[src/sv/pvem_pkg.sv]
// Shared types and constants of the PV energy meter and diverter.
// No dependencies; imported by every module of the block but the checker.
package pvem_pkg;

   localparam int unsigned PowerWidth  = 16;
   localparam int unsigned TimeWidth   = 16;
   localparam int unsigned ProdWidth   = PowerWidth + TimeWidth + 1;
   localparam int unsigned EnergyWidth = 64;
   localparam int unsigned AngleWidth  = 8;
   localparam int unsigned PageWidth   = 2;
   localparam int unsigned CsrAddrWidth = 3;
   localparam int unsigned CsrDataWidth = 16;

   // Configuration register indexes.
   typedef enum logic [CsrAddrWidth-1:0] {
      CSR_LOW_THRESHOLD  = 3'd0,
      CSR_HIGH_THRESHOLD = 3'd1,
      CSR_UPPER_LIMIT    = 3'd2,
      CSR_LOWER_LIMIT    = 3'd3,
      CSR_STEP_SIZE      = 3'd4
   } csr_index_type;

   // Display page codes.
   localparam logic [PageWidth-1:0] PAGE_BLANK    = 2'd0;
   localparam logic [PageWidth-1:0] PAGE_POWERS   = 2'd1;
   localparam logic [PageWidth-1:0] PAGE_ENERGIES = 2'd2;
   localparam logic [PageWidth-1:0] PAGE_WRAP     = 2'd3;

   localparam logic signed [PowerWidth-1:0] RESET_LOW_THRESHOLD  = 16'sd5;
   localparam logic signed [PowerWidth-1:0] RESET_HIGH_THRESHOLD = 16'sd100;
   localparam logic [AngleWidth-1:0]        RESET_UPPER_LIMIT    = 8'd165;
   localparam logic [AngleWidth-1:0]        RESET_LOWER_LIMIT    = 8'd10;
   localparam logic [AngleWidth-1:0]        RESET_STEP_SIZE      = 8'd5;

   typedef struct packed {
      logic signed [PowerWidth-1:0] low_threshold;
      logic signed [PowerWidth-1:0] high_threshold;
      logic [AngleWidth-1:0]        upper_limit;
      logic [AngleWidth-1:0]        lower_limit;
      logic [AngleWidth-1:0]        step_size;
   } servo_cfg_type;

endpackage

[src/sv/pvem_ctrl.sv]
// Servo stepping and display page counter.
// Depends on pvem_pkg.
module pvem_ctrl
   import pvem_pkg::*;
(
   input  logic                         clock,
   input  logic                         reset,
   input  logic                         advance,
   input  logic signed [PowerWidth-1:0] grid_power,
   input  logic                         button_pressed,
   input  servo_cfg_type                cfg,
   output logic [AngleWidth-1:0]        servo_angle,
   output logic                         servo_moved,
   output logic [PageWidth-1:0]         page_shown
);

   logic [AngleWidth-1:0] angle_ff, angle_in;
   logic                  moved_ff, moved_in;
   logic [PageWidth-1:0]  count_ff, count_in;
   logic [PageWidth-1:0]  page_ff, page_in;
   logic [AngleWidth:0]   up_sum;
   logic [AngleWidth-1:0] after_up;
   logic [PageWidth-1:0]  count_next;

   assign up_sum = {1'b0, angle_ff} + {1'b0, cfg.step_size};

   always_comb begin
      after_up = angle_ff;
      if (grid_power <= cfg.low_threshold && angle_ff < cfg.upper_limit) begin
         after_up = up_sum[AngleWidth] ? '1 : up_sum[AngleWidth-1:0];
      end
      // The step down is tested against the angle after any step up.
      angle_in = after_up;
      if (grid_power >= cfg.high_threshold && after_up > cfg.lower_limit) begin
         angle_in = (after_up > cfg.step_size) ? after_up - cfg.step_size : '0;
      end
      moved_in = (angle_in != angle_ff);
   end

   always_comb begin
      count_next = button_pressed ? count_ff + 1'b1 : count_ff;
      count_in   = count_next;
      page_in    = count_next;
      if (count_next == PAGE_WRAP || count_next == PAGE_BLANK) begin
         page_in  = PAGE_BLANK;
         count_in = PAGE_POWERS;
      end
   end

   always_ff @(posedge clock) begin
      if (reset) begin
         angle_ff <= '0;
         count_ff <= PAGE_POWERS;
      end else if (advance) begin
         angle_ff <= angle_in;
         count_ff <= count_in;
      end
   end

   always_ff @(posedge clock) begin
      if (advance) begin
         moved_ff <= moved_in;
         page_ff  <= page_in;
      end
   end

   assign servo_angle = angle_ff;
   assign servo_moved = moved_ff;
   assign page_shown  = page_ff;

endmodule

[config.mk]
export PLATFORM = sky130hd
export DESIGN_NAME = pvem_ctrl
export DESIGN_NICKNAME = d
export VERILOG_FILES = /design/src/sv/pvem_pkg.sv /design/src/sv/pvem_ctrl.sv
export SDC_FILE = /design/constraint.sdc
export NUM_CORES = 1
export LEC_CHECK = 0
export BUFFER_PORTS_ARGS = -buffer_cell sky130_fd_sc_hd__buf_4
export CAP_MARGIN = 10
export CELL_PAD_IN_SITES_DETAIL_PLACEMENT = 1
export CELL_PAD_IN_SITES_GLOBAL_PLACEMENT = 1
export CORE_UTILIZATION = 37
export DETAILED_ROUTE_END_ITERATION = 8
export PLACE_DENSITY_LB_ADDON = 0.25
export SYNTH_ARGS = -nofsm -noshare
export SYNTH_HDL_FRONTEND = slang
export SYNTH_SLANG_ARGS = --single-unit
[constraint.sdc]
create_clock -name clock -period 14.4 [get_ports clock]
set_input_delay 0.72 -clock clock [delete_from_list [all_inputs] [get_ports clock]]
set_output_delay 0.72 -clock clock [all_outputs]
set_load 0.01 [all_outputs]
; Yosys cells after proc, flatten, opt, wreduce, memory -nomap -nowiden
; Cells that the tools add are included.
[op_classes]
add_sub_neg = 3
order_cmp = 5
n_eq_ne = 2
mux = 6
reduce_logical = 4
[ops]
columns = operator, n
row1 = 2-to-1 mux 8 bit, 4
row2 = greater-or-equal comparator 16 bit, 1
row3 = greater-than comparator 8 bit, 2
row4 = less-or-equal comparator 16 bit, 1
row5 = adder 8 x 8 -> 9 bit, 1
row6 = less-than comparator 8 bit, 1
row7 = inequality test 8 bit, 1
row8 = subtractor 8 bit, 1
row9 = 2-to-1 mux 2 bit, 2
row10 = adder 2 x 1 -> 2 bit (second input constant), 1
row11 = == test 2 bit (second input constant), 1
row12 = logical AND 1 bit, 2
row13 = logical NOT 2 bit, 1
row14 = logical OR 1 bit, 1
[word_totals]
reg_bits = 13
inputBits = 76
output_inout_bits = 11
wordCells = 24

; Longest topological paths before layout
[depth]
ltp_word = 7
mapped_depth = 24
depth_no_buf = 22

; Least setup slack after synthesis
; No wires, ideal clock.
[synth_path]
path_type = input-to-reg
start = input cfg[0] (netlist bit)
end = register moved_ff, in the netlist servo_moved, data pin
setup_ps = 269
arrival_ps = 4893
t_required_ps = 14131
path_slack_ps = 9238
stages = 24
n_path_buf = 2
path_cell_list = ha_1 > fa_1 > a21oi_1 > nor2_1 > o31a_1 > o21ai_0 > nor2b_1 > clkbuf_1 > a21oi_1 > a21oi_1 > inv_1 > ha_1 > nor2b_1 > o21ai_0 > nand2b_1 > and2_1 > o21ai_0 > a21oi_1 > o211a_1 > buf_6 > nor2b_4 > mux2_4 > o41ai_2 > nand4_1
[synth_between]
elab_chain_cells = 7
elab_cells_between_ends = 10
classes_between = add/sub (2) / order compare (2) / eq/ne (1) / mux (4) / reduce/logical (1)
[synth_rtl]
columns = item, line
row1 = from (decl), pvem_ctrl.sv:11  ; input servo_cfg_type cfg,
row2 = adder 8 x 8 -> 9 bit, pvem_ctrl.sv:25  ; assign up_sum = {1'b0, angle_ff} + {1'b0, cfg.step_size};
row3 = 2-to-1 mux 8 bit, pvem_ctrl.sv:30  ; after_up = up_sum[AngleWidth] ? '1 : up_sum[AngleWidth-1:0];
row4 = 2-to-1 mux 8 bit, pvem_ctrl.sv:29  ; if (grid_power <= cfg.low_threshold && angle_ff < cfg.upper_limit) begin
row5 = "subtractor 8 bit, or another cell as far along", pvem_ctrl.sv:35  ; angle_in = (after_up > cfg.step_size) ? after_up - cfg.step_size : '0;
row6 = 2-to-1 mux 8 bit or logical AND 1 bit (tied branches), "pvem_ctrl.sv:35, pvem_ctrl.sv:34"
row7 = 2-to-1 mux 8 bit *, pvem_ctrl.sv:34  ; if (grid_power >= cfg.high_threshold && after_up > cfg.lower_limit) begin
row8 = inequality test 8 bit *, pvem_ctrl.sv:37  ; moved_in = (angle_in != angle_ff);
row9 = named net moved_in, pvem_ctrl.sv:18  ; logic moved_ff, moved_in;
row10 = to (signal assigned), pvem_ctrl.sv:62  ; moved_ff <= moved_in;
row11 = to (decl), pvem_ctrl.sv:18
; Mark *: on every way through the listed nets, which the timed path passes. The rest lies on a longest branch.
; A chain may end at the register's enable or synchronous reset.

; Final worst setup path
[layout_path]
start = input grid_power[15]
end = register moved_ff, in the netlist servo_moved, data pin
[layout_between]
elab_chain_cells = 7
elab_cells_between_ends = 11
classes_between = add/sub (1) / order compare (4) / eq/ne (1) / mux (3) / reduce/logical (2)
[layout_rtl]
columns = item, line
row1 = from (decl), pvem_ctrl.sv:9  ; input logic signed [PowerWidth-1:0] grid_power,
row2 = less-or-equal comparator 16 bit, pvem_ctrl.sv:29
row3 = logical AND 1 bit, pvem_ctrl.sv:29
row4 = 2-to-1 mux 8 bit, pvem_ctrl.sv:29
row5 = "subtractor 8 bit, or another cell as far along", pvem_ctrl.sv:35
row6 = 2-to-1 mux 8 bit or logical AND 1 bit (tied branches), "pvem_ctrl.sv:35, pvem_ctrl.sv:34"
row7 = 2-to-1 mux 8 bit *, pvem_ctrl.sv:34
row8 = inequality test 8 bit *, pvem_ctrl.sv:37
row9 = named net moved_in, pvem_ctrl.sv:18
; Marks and branches as above.

==> reports/metrics.yaml <==
run_status:
  outcome: "completed"
sta:
  worst_slew_pin_slew_ns: 1.02
  post-route-min-period_ns: 5.96
  tns_ns: 0
  slew_violations: 0
  setup_violations: 0
  relSlewSlack_pct: 31.3
  fmax_ghz: 0.168
  rsz0062_at_grt: "no"
  post-route-period-util_pct: 41.4
  worst_clock_skew_ns: 0.00214
  hold_violations: 0
cts:
  clk_pin_slew_ns: 0.06
  cts_post_setup_buffers_inserted: 0
  cts_buffers: 3
  htreeDepth: 1
  cts_sinks: 13
  clk-insertion-delay-late_ns: 0.25
  clock-root-buffer: "clkbuf_8"
  ctsResizeCount: 0
  cts_tree: "done"
  ctsHoldBuffers: 0
  clk_path_buf_depth: 2
synth:
  syn_area_um2: 3010
  synth_flop_cell: "dfxtp_1"
  avgSynthCellArea_um2: 7.43
  ys_types: 60
  synth-seq-area-share_pct: 9.65
  ys.warnings.count: 0
  synth_edf_count: 3
  syn_nets: 546
  synth_async_sr_flop_share_pct: 0
  synth_seq_cells: 13
  syn_inst: 405
global_routing:
  grt_pass1_wl_um: 15400
  grt_pass1_vias: 3269
  antenna_found_initial: 0
  overflow: 0
  grt.total_usage_pct: 22.4
  grt_max_degree: 22
cells_and_area:
  layout-drive-gt1-share_pct: 21.7
  final_common_cell: "buf_4"
  most-common-layout-cells: "86 x buf_4, 64 x inv_1, 63 x ha_1"
  antennaDiodeCount: 0
  nets: 630
  syn_to_final_growth_pct: 26.0
  fin_cells: 590
setup_path:
  critPathMaxStageDelay_ns: 0.87
  crit_chain: "buf_4 -> ha_1 -> nand4_2 -> nor4_2 -> o21ai_1 -> and3_4 -> o31ai_2 -> o21ai_0 -> and2_1 -> fa_1 -> nor2b_1 -> o21ai_0 -> nand2b_1 -> and2_1 -> o21ai_0 -> a21oi_1 -> o211a_1 -> nand4b_1 -> xnor2_1 -> o41ai_2 -> nand4_1"
  r2r_cells: 22
  path_depth: 21
  slowest_stage: "o31ai_2"
  end_kind: "flip-flop"
  cp_top_family: "compound AO/OA/AOI/OAI gates"
  start_kind: "primary input"
  cp_data_required_time_ns: 14.38
  worstPathMaxFanout: 14
  path_buf_inv: 1
  cpMostUsedCell: "o21ai_0"
  critPathArrivalTime_ns: 5.94
  crit_type: "primary input to flip-flop"
power_and_ir_drop:
  switching_power_mw: 0.171
  seqPwrFrac_pct: 15.3
  power.leakage_nw: 2.04
  p_int_mw: 0.176
  p_clk_share_pct: 9.6
  switching_share_pct: 49.2
  combPwrFrac_pct: 75.2
  p_per_area_nw_per_um2: 91.4
  vdd_drop_max_v: 0.0000286
floorplanning:
  core_area_um2: 7810
  io_pins: 87
  start_util_pct: 38.5
  floorplan.die.height_um: 92.2
  die_x_um: 92.2
  rows: 32
  die-area_um2: 8500
route:
  drt_wl_total_um: 9350
  vias: 3184
  drt_iter0_markers: 123
  routed_via_density: 5.40
  drc: 0
  routedWlPerCell_um: 15.8
  drtAntennaViolNets: 0
  detailedRoute.firstPassIterationCount: 4
place:
  dp.cells: 586
  hpwlAfterDp_um: 8110
  io_buffers: 86
  place_congestion: 0.918
job:
  cap_violations: 0
hold_path:
  min_path_cells: 2
  hold_path.class: "flip-flop to flip-flop"
-- flip-flops by register name, indices dropped and copies added (netlist names) --
name         flops
servo_angle      8
servo_moved      1
page_shown       2
count_ff         2
-- synth_stat cells, drive strengths merged, types with 2 or more instances --
cell     instances  area share [%]
a211oi           8             2.0
a21o            17             4.2
a21oi           33             5.5
a2bb2oi          2            0.58
a311oi           3            0.87
a31oi            5             1.0
and2             4            0.87
and3             2            0.58
buf              2            0.54
clkbuf           5            0.62
dfxtp           10             6.7
edfxtp           3             3.0
fa               2             1.3
ha              63              26
inv             64             8.0
mux2             3             1.2
mux2i            3             1.0
nand2           32             4.1
nand2b           7             1.5
nand3            9             1.5
nand4           10             2.3
nor2            30             3.7
nor2b            8             1.9
nor3             5            0.83
nor3b            2            0.50
nor4             3            0.83
o211a            3             1.0
o211ai           3            0.75
o21a             2            0.75
o21ai           17             3.0
o21bai           3            0.75
o22a             4             1.2
o22ai            3            0.62
o31a             5             1.5
or2              2            0.42
xnor2           12             3.5
xor2             4             1.2
-- cell type report --
type / instances / area [um^2]
multi-input combinational: 321 / 2440
clock buffer: 4 / 45.0
timing repair buffer: 86 / 646
inverter: 64 / 240
fill: 1013 / 4020
tap: 102 / 128
sequential: 13 / 290
-- worst reg2reg max path: stages (launching register included) --
cell,delay [ns]
dfxtp_1,0.42
ha_1,0.27
fa_1,0.42
a21oi_1,0.22
nor2_1,0.09
o31a_1,0.25
o21ai_0,0.23
nor2b_1,0.54
a21oi_1,0.14
a21oi_1,0.34
inv_1,0.11
ha_1,0.36
nor2b_1,0.16
o21ai_0,0.14
nand2b_1,0.08
and2_1,0.17
o21ai_0,0.29
a21oi_1,0.12
o211a_1,0.24
nor2b_4,0.17
mux2_4,0.27
o41ai_2,0.35
nand4_1,0.13
-- power groups by stage --
stage / combinational [mW] / sequential, mW / clock, mW
CTS: 0.259 / 0.0530 / 0.0337
finish: 0.260 / 0.0530 / 0.0331
global placement: 0.249 / 0.0537 / 0
global route: 0.287 / 0.0540 / 0.0354
floorplan: 0.181 / 0.0518 / 0
detailed placement: 0.256 / 0.0537 / 0
-- metal layers --
layer	wire, um	vias up	GRT usage (%)
met3	356	7	1.08
met5	0	-	0
met4	63	0	2.86
met1	4260	1499	29.3
met2	4680	74	41.2
li1	-	1604	-
-- kinds of logic (layout without fill, tap and decap cells) --
logic type               count (synthesis)  count (layout)  share of synthesized area [%]
AO/OA/AOI/OAI                          115             115                           26.2
adder cells (fa/ha/maj)                 65              65                           27.5
XOR/XNOR                                16              16                           4.66
multiplexers                             6               6                           2.25
buffers and inverters                   71             154                           9.15
AND/OR/NAND/NOR                        119             119                           20.6
flip-flops                              13              13                           9.65
-- per-stage QoR --
stage	total power [mW]	cell area [um^2]	setup slack, ns	hold WS [ns]	util (%)
6_report	0.347	3790	8.44	0.539	48.6
5_1_grt	0.377	3790	8.11	0.566	48.6
4_1_cts	0.346	3790	8.47	0.542	48.6
3_5_place_dp	0.310	3750	8.25	0.533	48.0
3_3_place_gp	0.303	3750	8.37	0.506	48.0
2_1_floorplan	0.233	3010	9.24	0.482	-
-- final timing paths --
path | start | endpoint | slack [ns]
setup reg to reg | servo_angle[0]$_SDFFE_PP0P_ | servo_moved$_DFFE_PP_ | 8.62
hold reg to reg | count_ff[0]$_SDFFE_PP1P_ | count_ff[0]$_SDFFE_PP1P_ | 0.54
hold / removal | count_ff[0]$_SDFFE_PP1P_ | count_ff[0]$_SDFFE_PP1P_ | 0.54
setup / recovery | grid_power[15] | servo_moved$_DFFE_PP_ | 8.44
No activity file was read; power rests on OpenSTA's default activity.
