--- src/sv/pvem_pkg.sv ---
// Shared types and constants of the PV energy meter and diverter.
// No dependencies; imported by every module of the block but the checker.
package pvem_pkg;

   localparam int unsigned PowerWidth  = 16;
   localparam int unsigned TimeWidth   = 16;
   localparam int unsigned ProdWidth   = PowerWidth + TimeWidth + 1;
   localparam int unsigned EnergyWidth = 64;
   localparam int unsigned AngleWidth  = 8;
   localparam int unsigned PageWidth   = 2;
   localparam int unsigned CsrAddrWidth = 3;
   localparam int unsigned CsrDataWidth = 16;

   // Configuration register indexes.
   typedef enum logic [CsrAddrWidth-1:0] {
      CSR_LOW_THRESHOLD  = 3'd0,
      CSR_HIGH_THRESHOLD = 3'd1,
      CSR_UPPER_LIMIT    = 3'd2,
      CSR_LOWER_LIMIT    = 3'd3,
      CSR_STEP_SIZE      = 3'd4
   } csr_index_type;

   // Display page codes.
   localparam logic [PageWidth-1:0] PAGE_BLANK    = 2'd0;
   localparam logic [PageWidth-1:0] PAGE_POWERS   = 2'd1;
   localparam logic [PageWidth-1:0] PAGE_ENERGIES = 2'd2;
   localparam logic [PageWidth-1:0] PAGE_WRAP     = 2'd3;

   localparam logic signed [PowerWidth-1:0] RESET_LOW_THRESHOLD  = 16'sd5;
   localparam logic signed [PowerWidth-1:0] RESET_HIGH_THRESHOLD = 16'sd100;
   localparam logic [AngleWidth-1:0]        RESET_UPPER_LIMIT    = 8'd165;
   localparam logic [AngleWidth-1:0]        RESET_LOWER_LIMIT    = 8'd10;
   localparam logic [AngleWidth-1:0]        RESET_STEP_SIZE      = 8'd5;

   typedef struct packed {
      logic signed [PowerWidth-1:0] low_threshold;
      logic signed [PowerWidth-1:0] high_threshold;
      logic [AngleWidth-1:0]        upper_limit;
      logic [AngleWidth-1:0]        lower_limit;
      logic [AngleWidth-1:0]        step_size;
   } servo_cfg_type;

endpackage

--- src/sv/pvem_accum.sv ---
// Four saturating energy accumulators in watt-milliseconds.
// Depends on pvem_pkg.
module pvem_accum
   import pvem_pkg::*;
(
   input  logic                          clock,
   input  logic                          reset,
   input  logic                          advance,
   input  logic                          grid_negative,
   input  logic signed [ProdWidth-1:0]   grid_prod,
   input  logic signed [ProdWidth-1:0]   solar_prod,
   input  logic signed [ProdWidth-1:0]   heater_prod,
   output logic [EnergyWidth-2:0]        import_energy,
   output logic signed [EnergyWidth-1:0] export_energy,
   output logic signed [EnergyWidth-1:0] solar_energy,
   output logic signed [EnergyWidth-1:0] heater_energy
);

   function automatic logic signed [EnergyWidth-1:0] sat_add(
      input logic signed [EnergyWidth-1:0] total,
      input logic signed [ProdWidth-1:0]   prod
   );
      logic [EnergyWidth:0] sum;
      sum = {total[EnergyWidth-1], total}
          + {{(EnergyWidth+1-ProdWidth){prod[ProdWidth-1]}}, prod};
      // The two top bits differ only when the true sum left the signed range.
      if (sum[EnergyWidth] != sum[EnergyWidth-1]) begin
         return sum[EnergyWidth] ? {1'b1, {(EnergyWidth-1){1'b0}}}
                                 : {1'b0, {(EnergyWidth-1){1'b1}}};
      end
      return sum[EnergyWidth-1:0];
   endfunction

   logic [EnergyWidth-2:0]        import_ff, import_in;
   logic signed [EnergyWidth-1:0] export_ff, export_in;
   logic signed [EnergyWidth-1:0] solar_ff, solar_in;
   logic signed [EnergyWidth-1:0] heater_ff, heater_in;
   logic [EnergyWidth-1:0]        import_sum;

   assign import_sum = {1'b0, import_ff}
                     + {{(EnergyWidth-ProdWidth+2){1'b0}}, grid_prod[ProdWidth-3:0]};

   always_comb begin
      import_in = import_ff;
      export_in = export_ff;
      if (grid_negative) begin
         export_in = sat_add(export_ff, grid_prod);
      end else begin
         import_in = import_sum[EnergyWidth-1] ? '1 : import_sum[EnergyWidth-2:0];
      end
      solar_in  = sat_add(solar_ff, solar_prod);
      heater_in = sat_add(heater_ff, heater_prod);
   end

   always_ff @(posedge clock) begin
      if (reset) begin
         import_ff <= '0;
         export_ff <= '0;
         solar_ff  <= '0;
         heater_ff <= '0;
      end else if (advance) begin
         import_ff <= import_in;
         export_ff <= export_in;
         solar_ff  <= solar_in;
         heater_ff <= heater_in;
      end
   end

   assign import_energy = import_ff;
   assign export_energy = export_ff;
   assign solar_energy  = solar_ff;
   assign heater_energy = heater_ff;

endmodule

--- config.mk ---
export PLATFORM = sky130hd
export DESIGN_NAME = pvem_accum
export DESIGN_NICKNAME = d
export VERILOG_FILES = /design/src/sv/pvem_pkg.sv /design/src/sv/pvem_accum.sv
export SDC_FILE = /design/constraint.sdc
export NUM_CORES = 1
export LEC_CHECK = 0
export ABC_AREA = 1
export BUFFER_PORTS_ARGS = -buffer_cell sky130_fd_sc_hd__clkbuf_2
export CAP_MARGIN = 20
export CORE_MARGIN = 2
export CORE_UTILIZATION = 50
export CTS_CLUSTER_SIZE = 28
export DETAILED_ROUTE_END_ITERATION = 10
export GPL_ROUTABILITY_DRIVEN = 0
export PLACE_DENSITY = 0.79
export SLEW_MARGIN = 20
export SYNTH_ARGS = -nofsm -noshare
export SYNTH_HDL_FRONTEND = slang
export SYNTH_SLANG_ARGS = --single-unit
--- constraint.sdc ---
create_clock -name clock -period 2.5 [get_ports clock]
set_clock_uncertainty 0.15 [all_clocks]
set_input_delay 0.375 -clock clock [delete_from_list [all_inputs] [get_ports clock]]
set_output_delay 0.375 -clock clock [all_outputs]
set_load 0.03 [all_outputs]
==> results of run 1 <==
## metrics by stage
stage	utilization [%]	cell area (sq um)	cells	setup TNS, ps	setup slack, ps
after global placement	73.08	40420	7171	-98740	-510.2
after floorplan	-	28860	4947	-8869	-65.57
after detailed placement	73.08	40420	7171	-124830	-643.1
after CTS	78.86	43610	7293	-29620	-217.6
## kinds of logic after synthesis
family	share of synthesized area, %
AOI/OAI and AO/OA	18.41
xor gates and xnor gates	4.058
adders and majority gates	10.23
buffers and inverters	11.51
DFF	18.20
muxes	0.2498
and+or+nand+nor	37.35
## routing by layer
layer / global-route usage, % / GRT overflow
met1: 83.28 / 83
met2: 98.62 / 484
met3: 77.96 / 85
met4: 88.70 / 306
met5: 56.65 / 6
## cell usage after synthesis (all sizes together)
master / count
nand2: 1591
inv: 695
nor2: 524
a21oi: 506
o21ai: 330
nand3: 266
dfxtp: 255
ha: 223
xor2: 110
o21bai: 74
nor3: 71
clkbuf: 54
nand4: 49
buf: 47
nand3b: 33
xnor2: 20
nor4: 18
or2: 15
a21o: 14
o211ai: 12
a31oi: 10
mux2i: 7
a21boi: 6
and2: 6
fa: 4
o21a: 2
a211oi: 1
a22oi: 1
and3: 1
nand2b: 1
o211a: 1
## timing repair
item / 4_1_cts
hold buffers: 0
pin swaps: 24
gates resized for setup: 223
gates cloned: 26
buffers inserted: 39
setup endpoints to repair: 212
==> impl_results.html, run 1 <==
<table>
<tr><th>Metric</th><th>Value</th></tr>
<tr><th colspan="2">Timing</th></tr>
<tr><td>Classification of the worst endpoint</td><td>register data pin</td></tr>
<tr><td>GRT worst endpoint</td><td>solar_energy[12]$_SDFFE_PP0P_/D</td></tr>
<tr><th colspan="2">Clock network</th></tr>
<tr><td>Clock buffer depth</td><td>3</td></tr>
<tr><td>Clock buffer count from CTS</td><td>31</td></tr>
<tr><td>H-Tree Depth</td><td>1</td></tr>
<tr><td>Clock sink count</td><td>255</td></tr>
<tr><td>Root Buffer Master</td><td>sky130_fd_sc_hd__clkbuf_16</td></tr>
<tr><th colspan="2">Global routing</th></tr>
<tr><td>Pin count of the biggest net entering global routing</td><td>131</td></tr>
<tr><td>Grt total ovfl</td><td>964</td></tr>
<tr><td>GRT Util Overall</td><td>86.38%</td></tr>
<tr><th colspan="2">Synthesis</th></tr>
<tr><td>Portion of the post-synthesis area used by sequential elements</td><td>18.20%</td></tr>
<tr><td>Share of the synthesized area in the top cell type</td><td>21.10%</td></tr>
<tr><td>Unique cell type count in the Yosys netlist</td><td>43</td></tr>
<tr><td>Register bit total from synthesis</td><td>255</td></tr>
<tr><td>Area contributors post-synth</td><td>sky130_fd_sc_hd__nand2_1, sky130_fd_sc_hd__dfxtp_1, sky130_fd_sc_hd__ha_1</td></tr>
<tr><td>Avg Inst Size Synth</td><td>5.671 sq um</td></tr>
<tr><td>Post-Syn Area</td><td>28,060 sq um</td></tr>
<tr><td>Post-synthesis instance total</td><td>4,947</td></tr>
<tr><td>Yosys warning total</td><td>0</td></tr>
<tr><td>Net count after synthesis</td><td>5,277</td></tr>
<tr><td>Dominant cell type by area after synthesis</td><td>sky130_fd_sc_hd__nand2_1</td></tr>
<tr><th colspan="2">Floorplan</th></tr>
<tr><td>Vertical extent of the die</td><td>240.9 um</td></tr>
<tr><td>I/O pin total</td><td>358</td></tr>
<tr><td>Initial Utilization</td><td>50.73%</td></tr>
<tr><td>Horizontal die dimension</td><td>240.9 um</td></tr>
<tr><td>Cell row count</td><td>86</td></tr>
<tr><th colspan="2">Placed design</th></tr>
<tr><td>I/O Buffers</td><td>357</td></tr>
<tr><td>Detailed placer's ending HPWL</td><td>98,890 um</td></tr>
<tr><th colspan="2">Outcome</th></tr>
<tr><td>First Error</td><td>[ERROR GRT-0232] Routing congestion too high. Check the congestion heatmap in the GUI.</td></tr>
<tr><td>Result of the run</td><td>stopped before the end</td></tr>
<tr><td>Failing step</td><td>5_1_grt</td></tr>
</table>
==> run 2, diff against run 1 <==
CORE_UTILIZATION = 35   (was 50)
CTS_CLUSTER_SIZE = not set   (was 28)
PLACE_DENSITY = not set   (was 0.79)
PLACE_DENSITY_LB_ADDON = 0.15   (was not set)
clock period = 3.25 ns   (was 2.5 ns; I/O delays follow)
==> run 2 against run 1 <==
  * The run now ends clean
  * Synthesized cell count unchanged
  * Area after synthesis unchanged
==> impl_results.html, run 2 <==
<table>
<tr><th>Metric</th><th>Value</th></tr>
<tr><th colspan="2">Floorplan</th></tr>
<tr><td>Horizontal die dimension</td><td>287.1 um (was 240.9 um)</td></tr>
<tr><td>Initial Utilization</td><td>35.46% (was 50.73%)</td></tr>
<tr><td>Cell row count</td><td>103 (was 86)</td></tr>
<tr><td>Placeable core area</td><td>79,130 sq um</td></tr>
<tr><td>Die area</td><td>82,440 sq um</td></tr>
<tr><td>I/O pin total</td><td>358 (unchanged)</td></tr>
<tr><td>Vertical extent of the die</td><td>287.1 um (was 240.9 um)</td></tr>
<tr><th colspan="2">Timing</th></tr>
<tr><td>Total count of hold-check failures in the final report</td><td>0</td></tr>
<tr><td>Final setup violation count</td><td>0</td></tr>
<tr><td>Actual transition at the worst max-transition pin</td><td>892.6 ps</td></tr>
<tr><td>Post-route fraction of the period consumed by the critical path</td><td>93.42%</td></tr>
<tr><td>Fin Hold WS</td><td>163.9 ps</td></tr>
<tr><td>Count of final max-slew check failures</td><td>0</td></tr>
<tr><td>Sum Neg Setup Slack</td><td>0 ps</td></tr>
<tr><td>Worst-case headroom to the max-slew limit</td><td>40.50%</td></tr>
<tr><td>RSZ-0062 raised after global routing</td><td>false</td></tr>
<tr><td>Post-layout min period</td><td>3036 ps</td></tr>
<tr><td>Final worst-path setup slack</td><td>213.8 ps</td></tr>
<tr><td>Maximum clock rate</td><td>329.4 MHz</td></tr>
<tr><th colspan="2">Clock network</th></tr>
<tr><td>Root Buffer Master</td><td>sky130_fd_sc_hd__clkbuf_16 (unchanged)</td></tr>
<tr><td>H-Tree Depth</td><td>2 (was 1)</td></tr>
<tr><td>Count of cells resized by post-cts repair</td><td>0 (was 223)</td></tr>
<tr><td>Clock buffer depth</td><td>3 (unchanged)</td></tr>
<tr><td>Clock sink count</td><td>255 (unchanged)</td></tr>
<tr><td>Hold buffer count at CTS</td><td>0 (unchanged)</td></tr>
<tr><td>Clock buffer count from CTS</td><td>36 (was 31)</td></tr>
<tr><td>Clock-pin slew on the worst setup and hold paths</td><td>60 ps</td></tr>
<tr><td>Clock latency reported for the late side of the worst-skew pair</td><td>580 ps</td></tr>
<tr><td>Total setup buffers inserted after CTS</td><td>0 (was 39)</td></tr>
<tr><td>Clock tree from TritonCTS</td><td>done</td></tr>
<tr><th colspan="2">Placed design</th></tr>
<tr><td>I/O Buffers</td><td>357 (unchanged)</td></tr>
<tr><td>Detailed placer's ending HPWL</td><td>92,160 um (was 98,890 um)</td></tr>
<tr><td>Placed cells</td><td>6,409 (was 7,171)</td></tr>
<tr><td>Minimum setup slack after placement</td><td>-123.0 ps (was -643.1 ps)</td></tr>
<tr><td>Placement Cell Area</td><td>31,990 sq um (was 40,420 sq um)</td></tr>
<tr><th colspan="2">Routing</th></tr>
<tr><td>Drt pass-1 iters</td><td>5</td></tr>
<tr><td>DRC violation total after the first TritonRoute iteration</td><td>2,270</td></tr>
<tr><td>Average vias per placed instance</td><td>5.115</td></tr>
<tr><td>DRC violations left</td><td>0</td></tr>
<tr><td>Routed WL per cell</td><td>17.32 um</td></tr>
<tr><td>Vias post-DR</td><td>33,092</td></tr>
<tr><td>Post-Route WL</td><td>112,000 um</td></tr>
<tr><td>Remaining antenna violation count after routing</td><td>0</td></tr>
<tr><th colspan="2">Setup path</th></tr>
<tr><td>Critical Path Max Stage Delay</td><td>400 ps</td></tr>
<tr><td>Library cell contributing the largest single delay on the critical path</td><td>sky130_fd_sc_hd__dfxtp_1</td></tr>
<tr><td>Setup CP Type</td><td>reg2reg</td></tr>
<tr><td>Max FO, Critical Path</td><td>9</td></tr>
<tr><td>Critical Path End Type</td><td>register</td></tr>
<tr><td>Required time reported for the critical path endpoint</td><td>3620 ps</td></tr>
<tr><td>Ordered cell list for the critical path</td><td>ha_2 -&gt; inv_1 -&gt; fa_1 -&gt; inv_1 -&gt; nand3_1 -&gt; nand2_1 -&gt; nand2_1 -&gt; nand2_1 -&gt; nand2_1 -&gt; o21ai_1 -&gt; nand2_1 -&gt; nand2_1 -&gt; buf_12 -&gt; nand2_1 -&gt; or2_2 -&gt; nand3_1 -&gt; nand2_1 -&gt; inv_1</td></tr>
<tr><td>Kind of cell with the highest combined delay on the critical path</td><td>simple AND/OR/NAND/NOR gates</td></tr>
<tr><td>Buffer and inverter count on the worst path</td><td>4</td></tr>
<tr><td>Most Frequent Cell on Critical Path</td><td>sky130_fd_sc_hd__nand2_1</td></tr>
<tr><td>Worst setup SP type</td><td>register</td></tr>
<tr><td>CP Data Arrival Time</td><td>3410 ps</td></tr>
<tr><th colspan="2">Job</th></tr>
<tr><td>Max-Cap Viols</td><td>0</td></tr>
<tr><th colspan="2">Power and ir drop</th></tr>
<tr><td>Total power draw</td><td>16.03 mW</td></tr>
<tr><td>Worst IR Drop VDD</td><td>0.3266 mV</td></tr>
<tr><td>Switching Power</td><td>7.434 mW</td></tr>
<tr><td>Internal</td><td>8.599 mW</td></tr>
<tr><td>Part of the power in registers</td><td>24.1%</td></tr>
<tr><td>Clock power frac</td><td>25.8%</td></tr>
<tr><td>Switching Share</td><td>46.37%</td></tr>
<tr><td>Leakage Power</td><td>17.90 nW</td></tr>
<tr><td>PwrDens</td><td>482.6 nW/um^2</td></tr>
<tr><td>Combinational cell fraction of total power</td><td>50.1%</td></tr>
<tr><th colspan="2">Synthesis</th></tr>
<tr><td>Post-Syn Area</td><td>28,060 sq um (unchanged)</td></tr>
<tr><td>Area contributors post-synth</td><td>sky130_fd_sc_hd__nand2_1, sky130_fd_sc_hd__dfxtp_1, sky130_fd_sc_hd__ha_1 (unchanged)</td></tr>
<tr><td>Most instantiated library cell after synthesis</td><td>sky130_fd_sc_hd__nand2_1 (unchanged)</td></tr>
<tr><td>Number of synthesized flops with an enable pin</td><td>0 (unchanged)</td></tr>
<tr><td>Top cells by count, synth</td><td>sky130_fd_sc_hd__nand2_1, sky130_fd_sc_hd__inv_1, sky130_fd_sc_hd__nor2_1 (unchanged)</td></tr>
<tr><td>Avg Inst Size Synth</td><td>5.671 sq um (unchanged)</td></tr>
<tr><td>Share of the synthesized area in the top cell type</td><td>21.10% (unchanged)</td></tr>
<tr><td>Unique cell type count in the Yosys netlist</td><td>43 (unchanged)</td></tr>
<tr><td>Fraction of synthesis flops using an asynchronous set or reset pin</td><td>0% (unchanged)</td></tr>
<tr><td>Ys flop type</td><td>sky130_fd_sc_hd__dfxtp_1 (unchanged)</td></tr>
<tr><td>Net count after synthesis</td><td>5,277 (unchanged)</td></tr>
<tr><td>Dominant cell type by area after synthesis</td><td>sky130_fd_sc_hd__nand2_1 (unchanged)</td></tr>
<tr><td>Portion of the post-synthesis area used by sequential elements</td><td>18.20% (unchanged)</td></tr>
<tr><td>Yosys warning total</td><td>0 (unchanged)</td></tr>
<tr><td>Post-synthesis instance total</td><td>4,947 (unchanged)</td></tr>
<tr><td>Register bit total from synthesis</td><td>255 (unchanged)</td></tr>
<tr><th colspan="2">Global routing</th></tr>
<tr><td>Pin count of the biggest net entering global routing</td><td>82</td></tr>
<tr><td>Grt total ovfl</td><td>0</td></tr>
<tr><td>Number of antenna violations at the first check in global routing</td><td>3</td></tr>
<tr><td>Wire length of the first global-routing pass</td><td>173,700 um</td></tr>
<tr><td>Number of global-route vias before repair</td><td>31,059</td></tr>
<tr><td>GRT Util Overall</td><td>26.48%</td></tr>
<tr><th colspan="2">Cells and area</th></tr>
<tr><td>Antenna diode count</td><td>0</td></tr>
<tr><td>Final standard cell count with taps included and fillers excluded</td><td>6,470</td></tr>
<tr><td>Post-Route Utilization</td><td>41.99%</td></tr>
<tr><td>Post-Layout Inst Area</td><td>33,220 sq um</td></tr>
<tr><td>Area overhead of the layout relative to synthesis</td><td>18.42%</td></tr>
<tr><td>Commonest cells after routing, fill and taps aside</td><td>sky130_fd_sc_hd__nand2_1, sky130_fd_sc_hd__inv_1, sky130_fd_sc_hd__nor2_1</td></tr>
<tr><td>Post-layout net count</td><td>5,727</td></tr>
<tr><td>Share of final-layout standard cells stronger than drive strength 1</td><td>11.40%</td></tr>
<tr><td>Most common cell after layout, fill and taps aside</td><td>sky130_fd_sc_hd__nand2_1</td></tr>
<tr><th colspan="2">Outcome</th></tr>
<tr><td>Result of the run</td><td>complete, no violations (was stopped before the end)</td></tr>
<tr><th colspan="2">Min path</th></tr>
<tr><td>Class of the worst hold path</td><td>in2reg</td></tr>
</table>
run 2: cell counts after synthesis:
Identical to the previous run, type by type.
run 2: logic make-up after synthesis:
group | count (synthesis) | share of synthesized area [%]
AOI/OAI and AO/OA | 957 | 18.41
muxes | 7 | 0.2498
adders and majority gates | 227 | 10.23
buffers and inverters | 796 | 11.51
xor gates and xnor gates | 130 | 4.058
and+or+nand+nor | 2575 | 37.35
DFF | 255 | 18.20
run 2: path summary, 6_finish.rpt:
path	cells after the start	start	end	slack (ps)
max reg2reg	18	import_energy[0]	import_energy[56]	210
min	4	solar_prod[0]	solar_energy[0]	160
max	18	import_energy[0]	import_energy[56]	210
min reg2reg	2	import_energy[62]	import_energy[62]	340
run 2: final cells by class:
| type | count | area (sq um) |
|---|---|---|
| repair buffers | 513 | 3223 |
| well taps | 1050 | 1314 |
| flip-flops and latches | 255 | 5105 |
| inverters | 695 | 2614 |
| clock buffers | 55 | 1112 |
| multi-input cells | 3896 | 19740 |
| clock inverters | 6 | 116.4 |
| fillers | 8885 | 45900 |
run 2: worst register-to-register path, cell delays in order (launching register included):
cell and delay (ps):
sky130_fd_sc_hd__dfxtp_1 400, sky130_fd_sc_hd__ha_2 290, sky130_fd_sc_hd__inv_1 90, sky130_fd_sc_hd__fa_1 390, sky130_fd_sc_hd__inv_1 130, sky130_fd_sc_hd__nand3_1 80
sky130_fd_sc_hd__nand2_1 140, sky130_fd_sc_hd__nand2_1 70, sky130_fd_sc_hd__nand2_1 120, sky130_fd_sc_hd__nand2_1 80, sky130_fd_sc_hd__o21ai_1 190, sky130_fd_sc_hd__nand2_1 70
sky130_fd_sc_hd__nand2_1 100, sky130_fd_sc_hd__buf_12 140, sky130_fd_sc_hd__nand2_1 70, sky130_fd_sc_hd__or2_2 270, sky130_fd_sc_hd__nand3_1 70, sky130_fd_sc_hd__nand2_1 50
sky130_fd_sc_hd__inv_1 50
run 2: power groups by stage:
stage	Combinational, mW	Sequential [mW]	Clock [mW]
2_1_floorplan	4.79	4.47	0
3_5_place_dp	7.94	3.93	0
3_3_place_gp	7.93	3.93	0
6_report	8.03	3.86	4.14
5_1_grt	8.90	3.90	4.40
4_1_cts	7.98	3.86	4.28
run 2: layer usage:
metal	routed length (um)	global-route usage [%]
met4	3284	7.747
met5	34	0
met1	51480	36.12
met3	6770	3.230
met2	50470	43.58
(Power assumes the default switching activity.)
==> run 3, diff against run 2 <==
CELL_PAD_IN_SITES_DETAIL_PLACEMENT = 0   (was not set)
CELL_PAD_IN_SITES_GLOBAL_PLACEMENT = 1   (was not set)
CTS_CLUSTER_SIZE = 16   (was not set)
==> run 3 against run 2 <==
  * Power increased by 1.8%
  * Die area unchanged
  * Sequential share of layout area decreased by 0.16 points
  * Largest power group unchanged
==> impl_results.html, run 3 (synthesis results as in run 2) <==
<table>
<tr><th>Metric</th><th>Value</th></tr>
<tr><th colspan="2">Outcome</th></tr>
<tr><td>Result of the run</td><td>complete, no violations (unchanged)</td></tr>
<tr><th colspan="2">Cells and area</th></tr>
<tr><td>Share of final-layout standard cells stronger than drive strength 1</td><td>12.13% (was 11.40%)</td></tr>
<tr><td>Final standard cell count with taps included and fillers excluded</td><td>6,517 (was 6,470)</td></tr>
<tr><td>Commonest cells after routing, fill and taps aside</td><td>sky130_fd_sc_hd__nand2_1, sky130_fd_sc_hd__inv_1, sky130_fd_sc_hd__nor2_1 (unchanged)</td></tr>
<tr><td>Area overhead of the layout relative to synthesis</td><td>19.69% (was 18.42%)</td></tr>
<tr><td>Post-Route Utilization</td><td>42.44% (was 41.99%)</td></tr>
<tr><td>Most common cell after layout, fill and taps aside</td><td>sky130_fd_sc_hd__nand2_1 (unchanged)</td></tr>
<tr><td>Post-layout net count</td><td>5,769 (was 5,727)</td></tr>
<tr><th colspan="2">Setup path</th></tr>
<tr><td>Count of cells along the worst register-to-register path</td><td>19 (was 18)</td></tr>
<tr><td>Worst setup path endpoint</td><td>heater_energy[17] (was import_energy[56])</td></tr>
<tr><td>Required time reported for the critical path endpoint</td><td>3550 ps (was 3620 ps)</td></tr>
<tr><td>Critical path depth</td><td>19 (was 18)</td></tr>
<tr><td>Flop-to-flop setup slack</td><td>250 ps (was 210 ps)</td></tr>
<tr><td>Critical Path Max Stage Delay</td><td>400 ps (about the same)</td></tr>
<tr><td>Buffer and inverter count on the worst path</td><td>4 (unchanged)</td></tr>
<tr><td>R2r startpoint</td><td>heater_energy[0] (was import_energy[0])</td></tr>
<tr><td>Ordered cell list for the critical path</td><td>ha_1 -&gt; inv_1 -&gt; fa_1 -&gt; inv_1 -&gt; nand2_1 -&gt; nand2_1 -&gt; nand3_1 -&gt; nand2_1 -&gt; nand2_1 -&gt; nand2_1 -&gt; nand2_1 -&gt; nand2_2 -&gt; nand2_1 -&gt; nand3_1 -&gt; nand2_2 -&gt; a21oi_4 -&gt; buf_12 -&gt; buf_12 -&gt; a21oi_1 (was ha_2 -&gt; inv_1 -&gt; fa_1 -&gt; inv_1 -&gt; nand3_1 -&gt; nand2_1 -&gt; nand2_1 -&gt; nand2_1 -&gt; nand2_1 -&gt; o21ai_1 -&gt; nand2_1 -&gt; nand2_1 -&gt; buf_12 -&gt; nand2_1 -&gt; or2_2 -&gt; nand3_1 -&gt; nand2_1 -&gt; inv_1)</td></tr>
<tr><td>Endpoint of the lowest-slack register-to-register path</td><td>heater_energy[17] (was import_energy[56])</td></tr>
<tr><td>Kind of cell with the highest combined delay on the critical path</td><td>simple AND/OR/NAND/NOR gates (unchanged)</td></tr>
<tr><td>Critical Path End Type</td><td>register (unchanged)</td></tr>
<tr><td>Most Frequent Cell on Critical Path</td><td>sky130_fd_sc_hd__nand2_1 (unchanged)</td></tr>
<tr><td>Worst setup SP type</td><td>register (unchanged)</td></tr>
<tr><td>Setup CP Type</td><td>reg2reg (unchanged)</td></tr>
<tr><td>Crit path from</td><td>heater_energy[0] (was import_energy[0])</td></tr>
<tr><td>CP Data Arrival Time</td><td>3300 ps (was 3410 ps)</td></tr>
<tr><td>Max FO, Critical Path</td><td>27 (was 9)</td></tr>
<tr><td>Library cell contributing the largest single delay on the critical path</td><td>sky130_fd_sc_hd__fa_1 (was sky130_fd_sc_hd__dfxtp_1)</td></tr>
<tr><th colspan="2">Global routing</th></tr>
<tr><td>Pin count of the biggest net entering global routing</td><td>71 (was 82)</td></tr>
<tr><td>GRT Util Overall</td><td>27.57% (was 26.48%)</td></tr>
<tr><td>Number of global-route vias before repair</td><td>31,405 (was 31,059)</td></tr>
<tr><td>Grt total ovfl</td><td>0 (unchanged)</td></tr>
<tr><td>Number of antenna violations at the first check in global routing</td><td>1 (was 3)</td></tr>
<tr><td>Wire length of the first global-routing pass</td><td>179,200 um (was 173,700 um)</td></tr>
<tr><th colspan="2">Clock network</th></tr>
<tr><td>Clock tree from TritonCTS</td><td>done (unchanged)</td></tr>
<tr><td>Clock buffer depth</td><td>3 (unchanged)</td></tr>
<tr><td>Clock-pin slew on the worst setup and hold paths</td><td>60 ps (about the same)</td></tr>
<tr><td>Root Buffer Master</td><td>sky130_fd_sc_hd__clkbuf_16 (unchanged)</td></tr>
<tr><td>H-Tree Depth</td><td>2 (unchanged)</td></tr>
<tr><td>Clock sink count</td><td>255 (unchanged)</td></tr>
<tr><td>Clock latency reported for the late side of the worst-skew pair</td><td>580 ps (about the same)</td></tr>
<tr><td>Clock buffer count from CTS</td><td>36 (unchanged)</td></tr>
<tr><th colspan="2">Routing</th></tr>
<tr><td>Routed WL per cell</td><td>18.03 um (was 17.32 um)</td></tr>
<tr><td>DRC violations left</td><td>0 (unchanged)</td></tr>
<tr><td>Post-Route WL</td><td>117,500 um (was 112,000 um)</td></tr>
<tr><td>Drt pass-1 iters</td><td>6 (was 5)</td></tr>
<tr><td>Average vias per placed instance</td><td>5.078 (was 5.115)</td></tr>
<tr><td>Remaining antenna violation count after routing</td><td>0 (unchanged)</td></tr>
<tr><td>Vias post-DR</td><td>33,096 (was 33,092)</td></tr>
<tr><td>DRC violation total after the first TritonRoute iteration</td><td>2,258 (was 2,270)</td></tr>
<tr><th colspan="2">Timing</th></tr>
<tr><td>Post-route fraction of the period consumed by the critical path</td><td>92.23% (was 93.42%)</td></tr>
<tr><td>Final setup violation count</td><td>0 (unchanged)</td></tr>
<tr><td>Post-layout min period</td><td>2997 ps (was 3036 ps)</td></tr>
<tr><td>Count of final max-slew check failures</td><td>0 (unchanged)</td></tr>
<tr><td>Total count of hold-check failures in the final report</td><td>0 (unchanged)</td></tr>
<tr><td>Final worst-path setup slack</td><td>252.6 ps (was 213.8 ps)</td></tr>
<tr><td>Actual transition at the worst max-transition pin</td><td>730.7 ps (was 892.6 ps)</td></tr>
<tr><td>Fin Hold WS</td><td>160.8 ps (was 163.9 ps)</td></tr>
<tr><td>Worst-case headroom to the max-slew limit</td><td>51.28% (was 40.50%)</td></tr>
<tr><td>Sum Neg Setup Slack</td><td>0 ps (unchanged)</td></tr>
<tr><td>Maximum clock rate</td><td>333.6 MHz (was 329.4 MHz)</td></tr>
<tr><th colspan="2">Placed design</th></tr>
<tr><td>Minimum setup slack after placement</td><td>-43.42 ps (was -123.0 ps)</td></tr>
<tr><td>I/O Buffers</td><td>357 (unchanged)</td></tr>
<tr><td>Placed cells</td><td>6,448 (was 6,409)</td></tr>
<tr><td>Detailed placer's ending HPWL</td><td>96,940 um (was 92,160 um)</td></tr>
<tr><th colspan="2">Floorplan</th></tr>
<tr><td>Placeable core area</td><td>79,130 sq um (unchanged)</td></tr>
<tr><td>Initial Utilization</td><td>35.46% (unchanged)</td></tr>
<tr><td>Die area</td><td>82,440 sq um (unchanged)</td></tr>
<tr><td>Cell row count</td><td>103 (unchanged)</td></tr>
<tr><td>Vertical extent of the die</td><td>287.1 um (unchanged)</td></tr>
<tr><td>I/O pin total</td><td>358 (unchanged)</td></tr>
<tr><td>Horizontal die dimension</td><td>287.1 um (unchanged)</td></tr>
<tr><th colspan="2">Min path</th></tr>
<tr><td>Class of the worst hold path</td><td>in2reg (unchanged)</td></tr>
<tr><th colspan="2">Power and ir drop</th></tr>
<tr><td>PwrDens</td><td>486.2 nW/um^2 (was 482.6 nW/um^2)</td></tr>
<tr><td>Leakage Power</td><td>18.13 nW (was 17.90 nW)</td></tr>
<tr><td>Worst IR Drop VDD</td><td>0.3399 mV (was 0.3266 mV)</td></tr>
<tr><th colspan="2">Job</th></tr>
<tr><td>Max-Cap Viols</td><td>0 (unchanged)</td></tr>
</table>
-- run 3: changes by cell type in the layout (fill, tap and decap cells not counted), moves of 2 or more --
cell | previous run | this run
sky130_fd_sc_hd__buf_4 | 136 | 176
sky130_fd_sc_hd__clkbuf_8 | 14 | 9
sky130_fd_sc_hd__clkinv_2 | 2 | 6
sky130_fd_sc_hd__clkbuf_16 | 36 | 38
sky130_fd_sc_hd__clkinvlp_4 | 0 | 2
sky130_fd_sc_hd__inv_16 | 0 | 2
sky130_fd_sc_hd__nand2_1 | 1577 | 1575
sky130_fd_sc_hd__nand2_2 | 14 | 16
-- run 3: routing by layer --
| layer | track usage [%] | wire length [um] | up-vias |
|---|---|---|---|
| li1 | - | - | 16947 |
| met2 | 45.47 | 52760 | 902 |
| met1 | 38.38 | 55390 | 15127 |
| met5 | 0 | 0 | - |
| met4 | 6.250 | 2562 | 0 |
| met3 | 3.040 | 6790 | 120 |
-- run 3: layout make-up --
class,count,area (sq um)
antenna,1,2.502
clock inverter,14,183.9
clock buffer,51,1047
tap,1050,1314
timing repair buffer,555,3573
inverter,695,2614
sequential,255,5105
fill,8995,45550
multi-input combinational,3896,19740
-- run 3: metrics by stage --
stage	power (mW)	instance area, sq um
2_1_floorplan	9.261	28060
3_3_place_gp	12.08	32270
3_5_place_dp	12.08	32270
4_1_cts	16.36	33500
5_1_grt	17.48	33580
6_report	16.33	33580
-- run 3: where the power goes --
group / switching [mW] / total [mW] / internal [mW] / leakage, nW
Combinational: 5.48 / 8.27 / 2.79 / 15.4
Sequential: 0.390 / 3.88 / 3.49 / 2.11
Clock: 1.74 / 4.18 / 2.44 / 0.603
-- run 3: repair_timing --
action | in CTS | in global routing
hold buffers | 0 | 0
setup buffers | 0 | 1
endpoints found under the setup margin | 0 | 17
hold endpoints to repair | 0 | 0
resized for setup | 0 | 2
-- run 3: how the worst min path moves through the flow --
stage | from | to | slack (ps) | cells past startpoint
floorplan | reset | import_energy[62] | 410 | 1
global placement | import_energy[62] | import_energy[62] | 340 | 2
detailed placement | import_energy[0] | import_energy[0] | 350 | 2
CTS | heater_prod[0] | heater_energy[0] | 120 | 4
global route | heater_prod[0] | heater_energy[0] | 160 | 4
finish | heater_prod[0] | heater_energy[0] | 160 | 4
-- run 3: worst min-delay path, delay by kind of cell --
family | cells | cell delay (ps)
simple gates | 1 | 50
fa+ha+maj | 1 | 120
compound gates | 1 | 120
buf+inv | 1 | 80
